==> config.mk <==
export PLATFORM = sky130hd
export DESIGN_NAME = disparity_pseudocolor_map_unit
export DESIGN_NICKNAME = d
export VERILOG_FILES = /design/src/dpm_pkg.sv /design/src/dpm_cfg_regs.sv /design/src/dpm_divider.sv /design/src/dpm_color.sv /design/src/disparity_pseudocolor_map_unit.sv
export SDC_FILE = /design/constraint.sdc
export NUM_CORES = 2
export LEC_CHECK = 0
export ABC_AREA = 1
export BUFFER_PORTS_ARGS = -buffer_cell sky130_fd_sc_hd__buf_2
export CELL_PAD_IN_SITES_DETAIL_PLACEMENT = 0
export CELL_PAD_IN_SITES_GLOBAL_PLACEMENT = 1
export CORE_MARGIN = 2
export CORE_UTILIZATION = 45
export DETAILED_ROUTE_END_ITERATION = 8
export PLACE_DENSITY = 0.88
export SYNTH_ARGS = -nofsm -noshare
export SYNTH_HDL_FRONTEND = slang
export SYNTH_SLANG_ARGS = --single-unit
==> constraint.sdc <==
create_clock -name clk_i -period 4.49 [get_ports clk_i]
set_input_delay 0 -clock clk_i [delete_from_list [all_inputs] [get_ports clk_i]]
set_output_delay 0 -clock clk_i [all_outputs]
set_load 0.1 [all_outputs]
==> src/dpm_pkg.sv <==
package dpm_pkg;

  localparam int CodeW  = 12;
  localparam int InW    = 16;
  localparam int QuotW  = 10;
  localparam int DivW   = 23;
  localparam int ChanW  = 8;
  localparam int ApbW   = 32;
  localparam int AddrW  = 3;
  localparam int RegIdxW = AddrW - 2;

  localparam logic [QuotW-1:0] PosFull = QuotW'(1009);

  localparam logic [CodeW-1:0] LowReset  = CodeW'(0);
  localparam logic [CodeW-1:0] HighReset = CodeW'(640);

  localparam logic [RegIdxW-1:0] RegLow  = RegIdxW'(0);
  localparam logic [RegIdxW-1:0] RegHigh = RegIdxW'(1);

  typedef struct packed {
    logic [CodeW-1:0] low;
    logic [CodeW-1:0] high;
  } cfg_t;

  typedef struct packed {
    logic [QuotW-1:0] quot;
    logic             black;
    logic             sat;
    logic             eof;
  } div_res_t;

  typedef struct packed {
    logic [ChanW-1:0] red;
    logic [ChanW-1:0] green;
    logic [ChanW-1:0] blue;
    logic             frame_end;
  } pix_t;

endpackage

==> src/dpm_cfg_regs.sv <==
module dpm_cfg_regs (
  input  logic                          clk_i,
  input  logic                          rst_ni,
  input  logic                          psel,
  input  logic                          penable,
  input  logic                          pwrite,
  input  logic [dpm_pkg::AddrW-1:0]     paddr,
  input  logic [dpm_pkg::ApbW-1:0]      pwdata,
  output logic [dpm_pkg::ApbW-1:0]      prdata,
  output logic                          pready,
  output dpm_pkg::cfg_t                 cfg_o
);

  logic [dpm_pkg::CodeW-1:0] low_q, low_d;
  logic [dpm_pkg::CodeW-1:0] high_q, high_d;
  logic                      wr_en;
  logic [dpm_pkg::RegIdxW-1:0] reg_idx;

  assign pready  = 1'b1;
  assign wr_en   = psel && penable && pwrite && pready;
  assign reg_idx = paddr[dpm_pkg::AddrW-1:2];

  always_comb begin
    low_d  = low_q;
    high_d = high_q;
    if (wr_en) begin
      unique case (reg_idx)
        dpm_pkg::RegLow:  low_d  = pwdata[dpm_pkg::CodeW-1:0];
        dpm_pkg::RegHigh: high_d = pwdata[dpm_pkg::CodeW-1:0];
      endcase
    end
  end

  always_comb begin
    unique case (reg_idx)
      dpm_pkg::RegLow:  prdata = dpm_pkg::ApbW'(low_q);
      dpm_pkg::RegHigh: prdata = dpm_pkg::ApbW'(high_q);
    endcase
  end

  always_ff @(posedge clk_i or negedge rst_ni) begin
    if (!rst_ni) begin
      low_q  <= dpm_pkg::LowReset;
      high_q <= dpm_pkg::HighReset;
    end else begin
      low_q  <= low_d;
      high_q <= high_d;
    end
  end

  assign cfg_o.low  = low_q;
  assign cfg_o.high = high_q;

endmodule

==> src/dpm_divider.sv <==
module dpm_divider (
  input  logic                      clk_i,
  input  logic                      rst_ni,
  input  dpm_pkg::cfg_t             cfg_i,
  input  logic                      in_valid_i,
  output logic                      in_ready_o,
  input  logic [dpm_pkg::CodeW-1:0] code_i,
  input  logic                      eof_i,
  output logic                      out_valid_o,
  input  logic                      out_ready_i,
  output dpm_pkg::div_res_t         res_o
);

  localparam int Stages = dpm_pkg::QuotW + 1;

  typedef struct packed {
    logic [dpm_pkg::DivW-1:0]  rem;
    logic [dpm_pkg::QuotW-1:0] quot;
    logic                      black;
    logic                      sat;
    logic                      eof;
  } stage_t;

  stage_t              st_q [Stages];
  stage_t              st_d [Stages];
  logic [Stages-1:0]   vld_q;
  logic [Stages-1:0]   vin;
  logic [Stages:0]     rdy;

  assign vin = {vld_q[Stages-2:0], in_valid_i};

  always_comb begin
    rdy[Stages] = out_ready_i;
    for (int k = Stages - 1; k >= 0; k--) begin
      rdy[k] = !vld_q[k] || rdy[k+1];
    end
  end

  always_comb begin
    logic [dpm_pkg::DivW-1:0] dsh;
    dsh = '0;
    st_d[0].rem   = dpm_pkg::DivW'(code_i) * dpm_pkg::DivW'(dpm_pkg::PosFull);
    st_d[0].quot  = '0;
    st_d[0].black = (code_i <= cfg_i.low);
    st_d[0].sat   = (code_i >= cfg_i.high);
    st_d[0].eof   = eof_i;
    for (int k = 1; k < Stages; k++) begin
      dsh     = dpm_pkg::DivW'(cfg_i.high) << (Stages - 1 - k);
      st_d[k] = st_q[k-1];
      if (st_q[k-1].rem >= dsh) begin
        st_d[k].rem  = st_q[k-1].rem - dsh;
        st_d[k].quot = st_q[k-1].quot | (dpm_pkg::QuotW'(1) << (Stages - 1 - k));
      end
    end
  end

  always_ff @(posedge clk_i or negedge rst_ni) begin
    if (!rst_ni) begin
      vld_q <= '0;
    end else begin
      for (int k = 0; k < Stages; k++) begin
        if (rdy[k]) begin
          vld_q[k] <= vin[k];
        end
      end
    end
  end

  always_ff @(posedge clk_i) begin
    for (int k = 0; k < Stages; k++) begin
      if (rdy[k] && vin[k]) begin
        st_q[k] <= st_d[k];
      end
    end
  end

  assign in_ready_o  = rdy[0];
  assign out_valid_o = vld_q[Stages-1];
  assign res_o.quot  = st_q[Stages-1].quot;
  assign res_o.black = st_q[Stages-1].black;
  assign res_o.sat   = st_q[Stages-1].sat;
  assign res_o.eof   = st_q[Stages-1].eof;

endmodule

==> src/dpm_color.sv <==
module dpm_color (
  input  logic              clk_i,
  input  logic              rst_ni,
  input  logic              in_valid_i,
  output logic              in_ready_o,
  input  dpm_pkg::div_res_t res_i,
  output logic              out_valid_o,
  input  logic              out_ready_i,
  output dpm_pkg::pix_t     pix_o
);

  localparam int PosW = dpm_pkg::QuotW;
  localparam int DW   = dpm_pkg::ChanW;
  localparam int XW   = 14;
  localparam int PW   = 16;
  localparam int RW   = 29;

  localparam logic [PosW-1:0] Bp1 = PosW'(64);
  localparam logic [PosW-1:0] Bp2 = PosW'(249);
  localparam logic [PosW-1:0] Bp3 = PosW'(377);
  localparam logic [PosW-1:0] Bp4 = PosW'(632);
  localparam logic [PosW-1:0] Bp5 = PosW'(696);
  localparam logic [PosW-1:0] Bp6 = PosW'(881);

  localparam logic [DW-1:0] Full  = DW'(255);
  localparam logic [XW-1:0] Mul51 = XW'(51);
  localparam logic [RW-1:0] Recip = RW'(28340);

  typedef enum logic [2:0] {
    SegBlueIn,
    SegRedIn,
    SegBlueBack,
    SegGreenIn,
    SegBlueAgain,
    SegRedAgain,
    SegRedFull
  } seg_e;

  typedef struct packed {
    logic [PosW-1:0] pos;
    seg_e            seg;
    logic            eof;
  } s1_t;

  typedef struct packed {
    seg_e          seg;
    logic [DW-1:0] dr;
    logic [DW-1:0] df;
    logic [XW-1:0] xr;
    logic [XW-1:0] xf;
    logic          eof;
  } s2_t;

  s1_t           s1_q, s1_d;
  s2_t           s2_q, s2_d;
  dpm_pkg::pix_t s3_q, s3_d;
  logic          v1_q, v2_q, v3_q;
  logic          rdy1, rdy2, rdy3;

  assign rdy3 = !v3_q || out_ready_i;
  assign rdy2 = !v2_q || rdy3;
  assign rdy1 = !v1_q || rdy2;

  always_comb begin
    if (res_i.black) begin
      s1_d.pos = '0;
    end else if (res_i.sat) begin
      s1_d.pos = dpm_pkg::PosFull;
    end else begin
      s1_d.pos = res_i.quot;
    end
    if (s1_d.pos < Bp1) begin
      s1_d.seg = SegBlueIn;
    end else if (s1_d.pos < Bp2) begin
      s1_d.seg = SegRedIn;
    end else if (s1_d.pos < Bp3) begin
      s1_d.seg = SegBlueBack;
    end else if (s1_d.pos < Bp4) begin
      s1_d.seg = SegGreenIn;
    end else if (s1_d.pos < Bp5) begin
      s1_d.seg = SegBlueAgain;
    end else if (s1_d.pos < Bp6) begin
      s1_d.seg = SegRedAgain;
    end else begin
      s1_d.seg = SegRedFull;
    end
    s1_d.eof = res_i.eof;
  end

  always_comb begin
    logic [PosW-1:0] seg_lo;
    logic [PosW-1:0] seg_hi;
    logic [PosW-1:0] rise_w;
    logic [PosW-1:0] fall_w;
    unique case (s1_q.seg)
      SegBlueIn:    begin seg_lo = '0;  seg_hi = Bp1; end
      SegRedIn:     begin seg_lo = Bp1; seg_hi = Bp2; end
      SegBlueBack:  begin seg_lo = Bp2; seg_hi = Bp3; end
      SegGreenIn:   begin seg_lo = Bp3; seg_hi = Bp4; end
      SegBlueAgain: begin seg_lo = Bp4; seg_hi = Bp5; end
      SegRedAgain:  begin seg_lo = Bp5; seg_hi = Bp6; end
      default:      begin seg_lo = Bp6; seg_hi = dpm_pkg::PosFull; end
    endcase
    rise_w   = s1_q.pos - seg_lo;
    fall_w   = seg_hi - s1_q.pos;
    s2_d.seg = s1_q.seg;
    s2_d.dr  = rise_w[DW-1:0];
    s2_d.df  = fall_w[DW-1:0];
    s2_d.xr  = XW'(rise_w[DW-1:0]) * Mul51;
    s2_d.xf  = XW'(fall_w[DW-1:0]) * Mul51;
    s2_d.eof = s1_q.eof;
  end

  always_comb begin
    logic [PW-1:0] p255;
    logic [RW-1:0] pr;
    logic [RW-1:0] pf;
    logic [DW-1:0] r64;
    logic [DW-1:0] r128;
    logic [DW-1:0] r185;
    logic [DW-1:0] f185;
    p255 = PW'(s2_q.dr) * PW'(Full);
    pr   = RW'(s2_q.xr) * Recip;
    pf   = RW'(s2_q.xf) * Recip;
    r64  = p255[13:6];
    r128 = p255[14:7];
    r185 = pr[27:20];
    f185 = pf[27:20];
    s3_d.blue      = '0;
    s3_d.green     = '0;
    s3_d.red       = '0;
    s3_d.frame_end = s2_q.eof;
    unique case (s2_q.seg)
      SegBlueIn: begin
        s3_d.blue = r64;
      end
      SegRedIn: begin
        s3_d.blue = f185;
        s3_d.red  = r185;
      end
      SegBlueBack: begin
        s3_d.blue = r128;
        s3_d.red  = Full;
      end
      SegGreenIn: begin
        s3_d.blue  = s2_q.df;
        s3_d.green = s2_q.dr;
        s3_d.red   = s2_q.df;
      end
      SegBlueAgain: begin
        s3_d.blue  = r64;
        s3_d.green = Full;
      end
      SegRedAgain: begin
        s3_d.blue  = f185;
        s3_d.green = Full;
        s3_d.red   = r185;
      end
      default: begin
        s3_d.red = Full;
      end
    endcase
  end

  always_ff @(posedge clk_i or negedge rst_ni) begin
    if (!rst_ni) begin
      v1_q <= 1'b0;
      v2_q <= 1'b0;
      v3_q <= 1'b0;
    end else begin
      if (rdy1) begin
        v1_q <= in_valid_i;
      end
      if (rdy2) begin
        v2_q <= v1_q;
      end
      if (rdy3) begin
        v3_q <= v2_q;
      end
    end
  end

  always_ff @(posedge clk_i) begin
    if (rdy1 && in_valid_i) begin
      s1_q <= s1_d;
    end
    if (rdy2 && v1_q) begin
      s2_q <= s2_d;
    end
    if (rdy3 && v2_q) begin
      s3_q <= s3_d;
    end
  end

  assign in_ready_o  = rdy1;
  assign out_valid_o = v3_q;
  assign pix_o       = s3_q;

endmodule

==> src/disparity_pseudocolor_map_unit.sv <==
// Disparity pseudocolor map: each 16-bit disparity word on the input stream becomes one blue,
// green and red pixel on the output stream, with tlast passed along. Only the low 12 bits of
// the word are used. Codes at or below the low limit register (byte address 0) give black,
// codes at or above the high limit register (byte address 4) give full red, and codes in
// between are scaled by 1009 over the high limit and mapped through a seven-segment color ramp.
// The block takes one pixel every clock while the output is not stalled; each pixel passes
// through the divider's entry stage, the ten one-bit-per-stage divider stages behind it and
// the three color stages. Both limits read back over the same port, and they should be changed
// only while no pixel is in flight.
module disparity_pseudocolor_map_unit (
  input  logic                       clk_i,
  input  logic                       rst_ni,
  input  logic                       s_axis_tvalid,
  output logic                       s_axis_tready,
  // Fields from bit 0: raw_disparity[15:0].
  input  logic [dpm_pkg::InW-1:0]    s_axis_tdata,
  input  logic                       s_axis_tlast,
  output logic                       m_axis_tvalid,
  input  logic                       m_axis_tready,
  // Fields from bit 0: blue[7:0], green[15:8], red[23:16].
  output logic [3*dpm_pkg::ChanW-1:0] m_axis_tdata,
  output logic                       m_axis_tlast,
  input  logic                       psel,
  input  logic                       penable,
  input  logic                       pwrite,
  input  logic [dpm_pkg::AddrW-1:0]  paddr,
  input  logic [dpm_pkg::ApbW-1:0]   pwdata,
  output logic [dpm_pkg::ApbW-1:0]   prdata,
  output logic                       pready
);

  dpm_pkg::cfg_t     cfg;
  dpm_pkg::div_res_t div_res;
  dpm_pkg::pix_t     pix;
  logic              div_valid;
  logic              div_ready;

  dpm_cfg_regs u_cfg (
    .clk_i   (clk_i),
    .rst_ni  (rst_ni),
    .psel    (psel),
    .penable (penable),
    .pwrite  (pwrite),
    .paddr   (paddr),
    .pwdata  (pwdata),
    .prdata  (prdata),
    .pready  (pready),
    .cfg_o   (cfg)
  );

  dpm_divider u_div (
    .clk_i       (clk_i),
    .rst_ni      (rst_ni),
    .cfg_i       (cfg),
    .in_valid_i  (s_axis_tvalid),
    .in_ready_o  (s_axis_tready),
    .code_i      (s_axis_tdata[dpm_pkg::CodeW-1:0]),
    .eof_i       (s_axis_tlast),
    .out_valid_o (div_valid),
    .out_ready_i (div_ready),
    .res_o       (div_res)
  );

  dpm_color u_color (
    .clk_i       (clk_i),
    .rst_ni      (rst_ni),
    .in_valid_i  (div_valid),
    .in_ready_o  (div_ready),
    .res_i       (div_res),
    .out_valid_o (m_axis_tvalid),
    .out_ready_i (m_axis_tready),
    .pix_o       (pix)
  );

  assign m_axis_tdata = {pix.red, pix.green, pix.blue};
  assign m_axis_tlast = pix.frame_end;

endmodule

# == Yosys cells after proc, flatten, opt, wreduce, memory -nomap -nowiden ==
# Memory sizes are Yosys's and may differ from the RTL's.
# Cells that the tools add are included.
# word_totals
inputBits,59
ram_bits,396
mem_count,1
register_bits,123
elab_cells,177
# memory_table
memory,depth,word_bits,rd,rd_clocked_by_memory_dff,write_ports,line_no,text
u_div.st_q,11,36,11,0,11,dpm_divider.sv:24,stage_t st_q [Stages];
# classes
bitwise,1
n_mul,6
n_lt_le_gt_ge,18
addsub,12
reduce_logical,53
eq_ne,10
n_mux,45
# ops
op,count
$mux 33,10
$pmux 8 s6,2
$pmux 32 s2,1
$mul 14x13->26 const B,2
$pmux 8 s4,1
$lt 10x10->1 const B,3
$mul 8x6->14 const B,2
$pmux 8 s3,1
$ge 23x12->1,1
$ge 23x13->1,1
$ge 23x14->1,1
$ge 23x15->1,1
$ge 23x16->1,1
$ge 23x17->1,1
$ge 23x18->1,1
$ge 23x19->1,1
$ge 23x20->1,1
$ge 23x21->1,1
$mux 1,23
$sub 23x12->23,1
$sub 23x13->23,1
$sub 23x14->23,1
$sub 23x15->23,1
$sub 23x16->23,1
27 further kinds,85

# == Longest topological paths before layout ==
# logic_depth
depth_word,18
mapped_depth,26
mapped_depth_nobuf,26

# == Modules after synthesis ==
# From an unflattened synthesis, not the netlist that was laid out.
# hier_totals
cells_unflattened,4806
area_unflattened_um2,40010.9
# modules_own_cells
mod,instances,cells_per_inst,area_per_inst_um2,seq_area_each_um2
dpm_divider,1,2850,23648.9,9794.4
dpm_color,1,1786,15055.7,2567.5
dpm_cfg_regs,1,170,1306.3,603.1

# == Worst setup path after synthesis ==
# No wires, ideal clock.
# synth_path
path_kind,reg-to-reg
start,register u_color.s1_q[2] (netlist name)
end,"register u_color.s2_q[11] (netlist name), data pin"
stages_incl_launch_ff,27
t_arrival_ps,4452
synth_period_minus_slack_ps,4710
setup_ps,258
path_slack_ps,-220
required_ps,4232
cell_sequence,edfxtp_1 > nor2_1 > inv_1 > nor2_1 > inv_1 > nand2_1 > inv_1 > nand2_1 > ha_1 > nand3_1 > o21ai_0 > nand2_1 > nand2_1 > a21oi_1 > xnor2_1 > ha_1 > fa_1 > inv_1 > fa_1 > inv_1 > ha_1 > a21oi_1 > o21ai_0 > a21oi_1 > o21ai_0 > a21oi_1 > xnor2_1
# synth_rtl
element,line_no,text
"start, declared",dpm_color.sv:54,"s1_t s1_q, s1_d;"
"start signal, assigned",dpm_color.sv:185,s1_q <= s1_d;
"end signal, assigned",dpm_color.sv:188,s2_q <= s2_d;
"end, declared",dpm_color.sv:55,"s2_t s2_q, s2_d;"

==> run metrics <==
Residual DRC=0; global route overflow=0; Die Y=294.1 microns; minimum clock period=4.660 ns; crit-path leading delay family=adder cells; Synth area leaders=edfxtp_1 32%, ha_1 15%, fa_1 12%; Max clock buf depth=3; largest family of logic cells by synthesized area=adder cells; CP Capture Type=register; Critical R2R Launch=u_color.s1_q[2]; Max Clock Freq=0.2146 GHz; maxcap violations=0; Distinct cells, synth=59; WS Path Type=register to register; Synth top area share=0.3172; GPL Wtd Cong=0.9130; Core Region=83420 sq um; Worst Hold Path Cells=4; die width=294.1 microns; die area=86480 sq um; via count=28.98k; Initial DRT Pass Iterations=6; flops & latches, synth=438; initial antenna violation count=0; latest clock arrival within the worst-skew pair=0.64 ns; number of instances in the synthesized netlist=4204; Main synth FF type=edfxtp_1; worst slack, placed=-0.1940 ns; cell taking the most area after synthesis=edfxtp_1; Reg2Reg Depth=25; fin crit share=1.038; compound-gate portion of the synthesized area=0.09101; number of buffers created by CTS=48; Hold Path Class=primary input to register; vias in the first global route=28.98k; DRT antenna net count=0; Non-Filler Instances=5630; Worst-Margin Slew=1.221 ns; setup violators final=22; Crit Path Max Fanout=3; DP Wirelength=70.70 mm; setup ws final=-0.1702 ns; skew final=0.04532 ns; Worst EP required=4.84 ns; Starting Density=0.4539; Worst setup SP type=register; share of cells above drive strength 1=0.1554; mux cell area share after synthesis=0; largest net degree at the start of global routing=47; CP dominant cell by count=inv_1; PortBufs=71; worst path bufs/invs=10; Crit path largest cell delay=0.56 ns; wire per inst=16.06 microns; clk slew on worst S/H paths=0.06 ns; Nets=5265; R2R setup slack=-0.17 ns; status=complete, but fails checks; Post-Synth XOR/XNOR Area=0.03632; CTS tree=done; Critical-path top delay cell=fa_1; ant diodes=0; post-synthesis adder-cell area fraction=0.2756; Routed WL=90.41 mm; htree depth=2; max_slew headroom=0.1844; Vias/cell=5.148; CTS Sinks=438; # IOs=119; Synth warnings=0; hold path endpoint=u_div.st_q[0][1]; Post-synth EDFFs=400; Core Rows=106; ys async rst share=0.08676; Synth Area in Simple Gates=0.1651; Seq/Total Area, Yosys=0.3424; Max Slew Vio Count=0; synthesized cell area=37860 sq um; count of final hold-check violations=0; Post-Place Cells=5477; CTS root buf=clkbuf_16; GRT Resource Usage Total=0.2083; failing checks=setup timing; Hold WS=0.06871 ns; RSZ-0062 raised after global routing=true; syn_area_per_cell=9.007 sq um; DR iter-0 viols=1666; Layout area overhead=16.68%; hold_sp=s_axis_tdata[11]; worst reg2reg endpoint=u_color.s2_q[12]; global-route wire length before repair=145.1 mm; Fill cells=7282; Worst EP arrival=5.01 ns
==> cells in the final DEF, fill, tap and decap left out, drive strengths merged, types with 56 or more instances in the layout <==
cell and instances:
a21oi 235, buf 274, clkbuf 56, edfxtp 400, fa 235, ha 458, inv 793, nand2 813
nand3 174, nor2 293, o21ai 262, xnor2 74, xor2 83
==> cells by family after synthesis <==
logic type,Yosys count
buf+inv,846
fa+ha+maj,693
other cells,2
simple gates,1463
compound gates,605
xor+xnor,157
flops,438
==> cell usage after synthesis, types with 2 or more instances <==
library cell / count
o21bai_1: 20
nand3_1: 170
nand2_1: 802
edfxtp_1: 400
buf_6: 10
dfrtp_1: 36
nor3b_1: 3
o21ai_2: 19
nor3_1: 40
xor2_1: 83
nand4_1: 51
inv_2: 3
a21boi_2: 3
a21o_1: 28
o21a_1: 13
o21ai_0: 208
nor4_1: 30
nand2_2: 11
o21ai_1: 35
fa_1: 235
nand3b_1: 25
a21oi_2: 13
dfstp_2: 2
and3_1: 4
nor2_1: 282
or2_2: 25
o2111ai_1: 3
conb_1: 2
ha_1: 458
xnor2_1: 74
nand3_2: 4
o211ai_1: 4
a211oi_1: 6
buf_4: 23
a21oi_1: 222
nor2_2: 8
nor2_4: 3
a21boi_0: 10
buf_2: 12
a31oi_1: 12
clkbuf_1: 9
inv_1: 786
==> worst register-to-register path: cells and delay by family (launching register included) <==
kind,cells,cell delay [ns]
AO/OA/AOI/OAI,3,0.58
AND/OR/NAND/NOR,5,0.55
flip-flops,1,0.42
adder cells (fa/ha/maj),5,1.70
XOR/XNOR,2,0.25
buffers and inverters,10,0.90
==> metrics by stage <==
stage                     cell area (sq um)  setup TNS [ns]    util
after global routing                  44180          -6.286  0.5296
after global placement                40640          -1.187  0.4872
after floorplan                       38120        -0.06043       -
after CTS                             43150         -0.4855  0.5172
after detailed placement              40640          -2.959  0.4872
final                                 44180          -1.446  0.5296
==> how the worst max path moves through the flow <==
stage,startpoint,endpoint,slack (ns),cells after the start
4_1_cts,u_color.s2_q[23],u_color.pix_o[23],-0.07,19
3_3_place_gp,u_color.s2_q[24],u_color.pix_o[19],-0.13,20
3_5_place_dp,u_color.s2_q[23],u_color.pix_o[22],-0.19,19
2_1_floorplan,u_color.s1_q[2],u_color.s2_q[11],-0.03,26
6_report,u_color.s1_q[2],u_color.s2_q[12],-0.17,25
5_1_grt,u_color.s1_q[1],u_color.s2_q[12],-0.35,25
==> timing repair <==
action,in CTS,in global routing
hold buffers,22,0
hold endpoints to repair,74,0
setup buffers,19,28
setup endpoints to repair,27,30
cloned,0,0
resized for setup,110,209
pin swaps,80,165
==> metal layers <==
| layer | vias up | GRT usage | share of wire |
|---|---|---|---|
| met4 | 0 | 0.07541 | 0.037 |
| met5 | - | 0 | 0 |
| met3 | 199 | 0.02477 | 0.039 |
| met2 | 617 | 0.3698 | 0.50 |
| li1 | 14480 | - | - |
| met1 | 13690 | 0.2601 | 0.42 |
==> area by class of cell <==
| cell class | count | area, sq um | area share |
|---|---|---|---|
| inverters | 790 | 2980 | 0.06746 |
| flip-flops and latches | 438 | 12960 | 0.2935 |
| well taps | 1080 | 1351 | 0.03059 |
| multi-input cells | 2939 | 23010 | 0.5209 |
| clock buffers | 56 | 1241 | 0.02809 |
| clock inverters | 31 | 444.2 | 0.01005 |
| repair buffers | 296 | 2182 | 0.04939 |
==> state kept, by name, summed over array words and instances (netlist names) <==
name,flops
u_div.st_q,317
u_color.s2_q,46
u_color.pix_o,25
u_cfg.high_q,12
u_cfg.low_q,12
u_color.s1_q,12
u_div.vld_q,11
u_color.out_valid_o,1
u_color.v1_q,1
u_color.v2_q,1
Power is not shown: default switching activity piles up to over one toggle a cycle in this logic, so the estimate is an artifact.
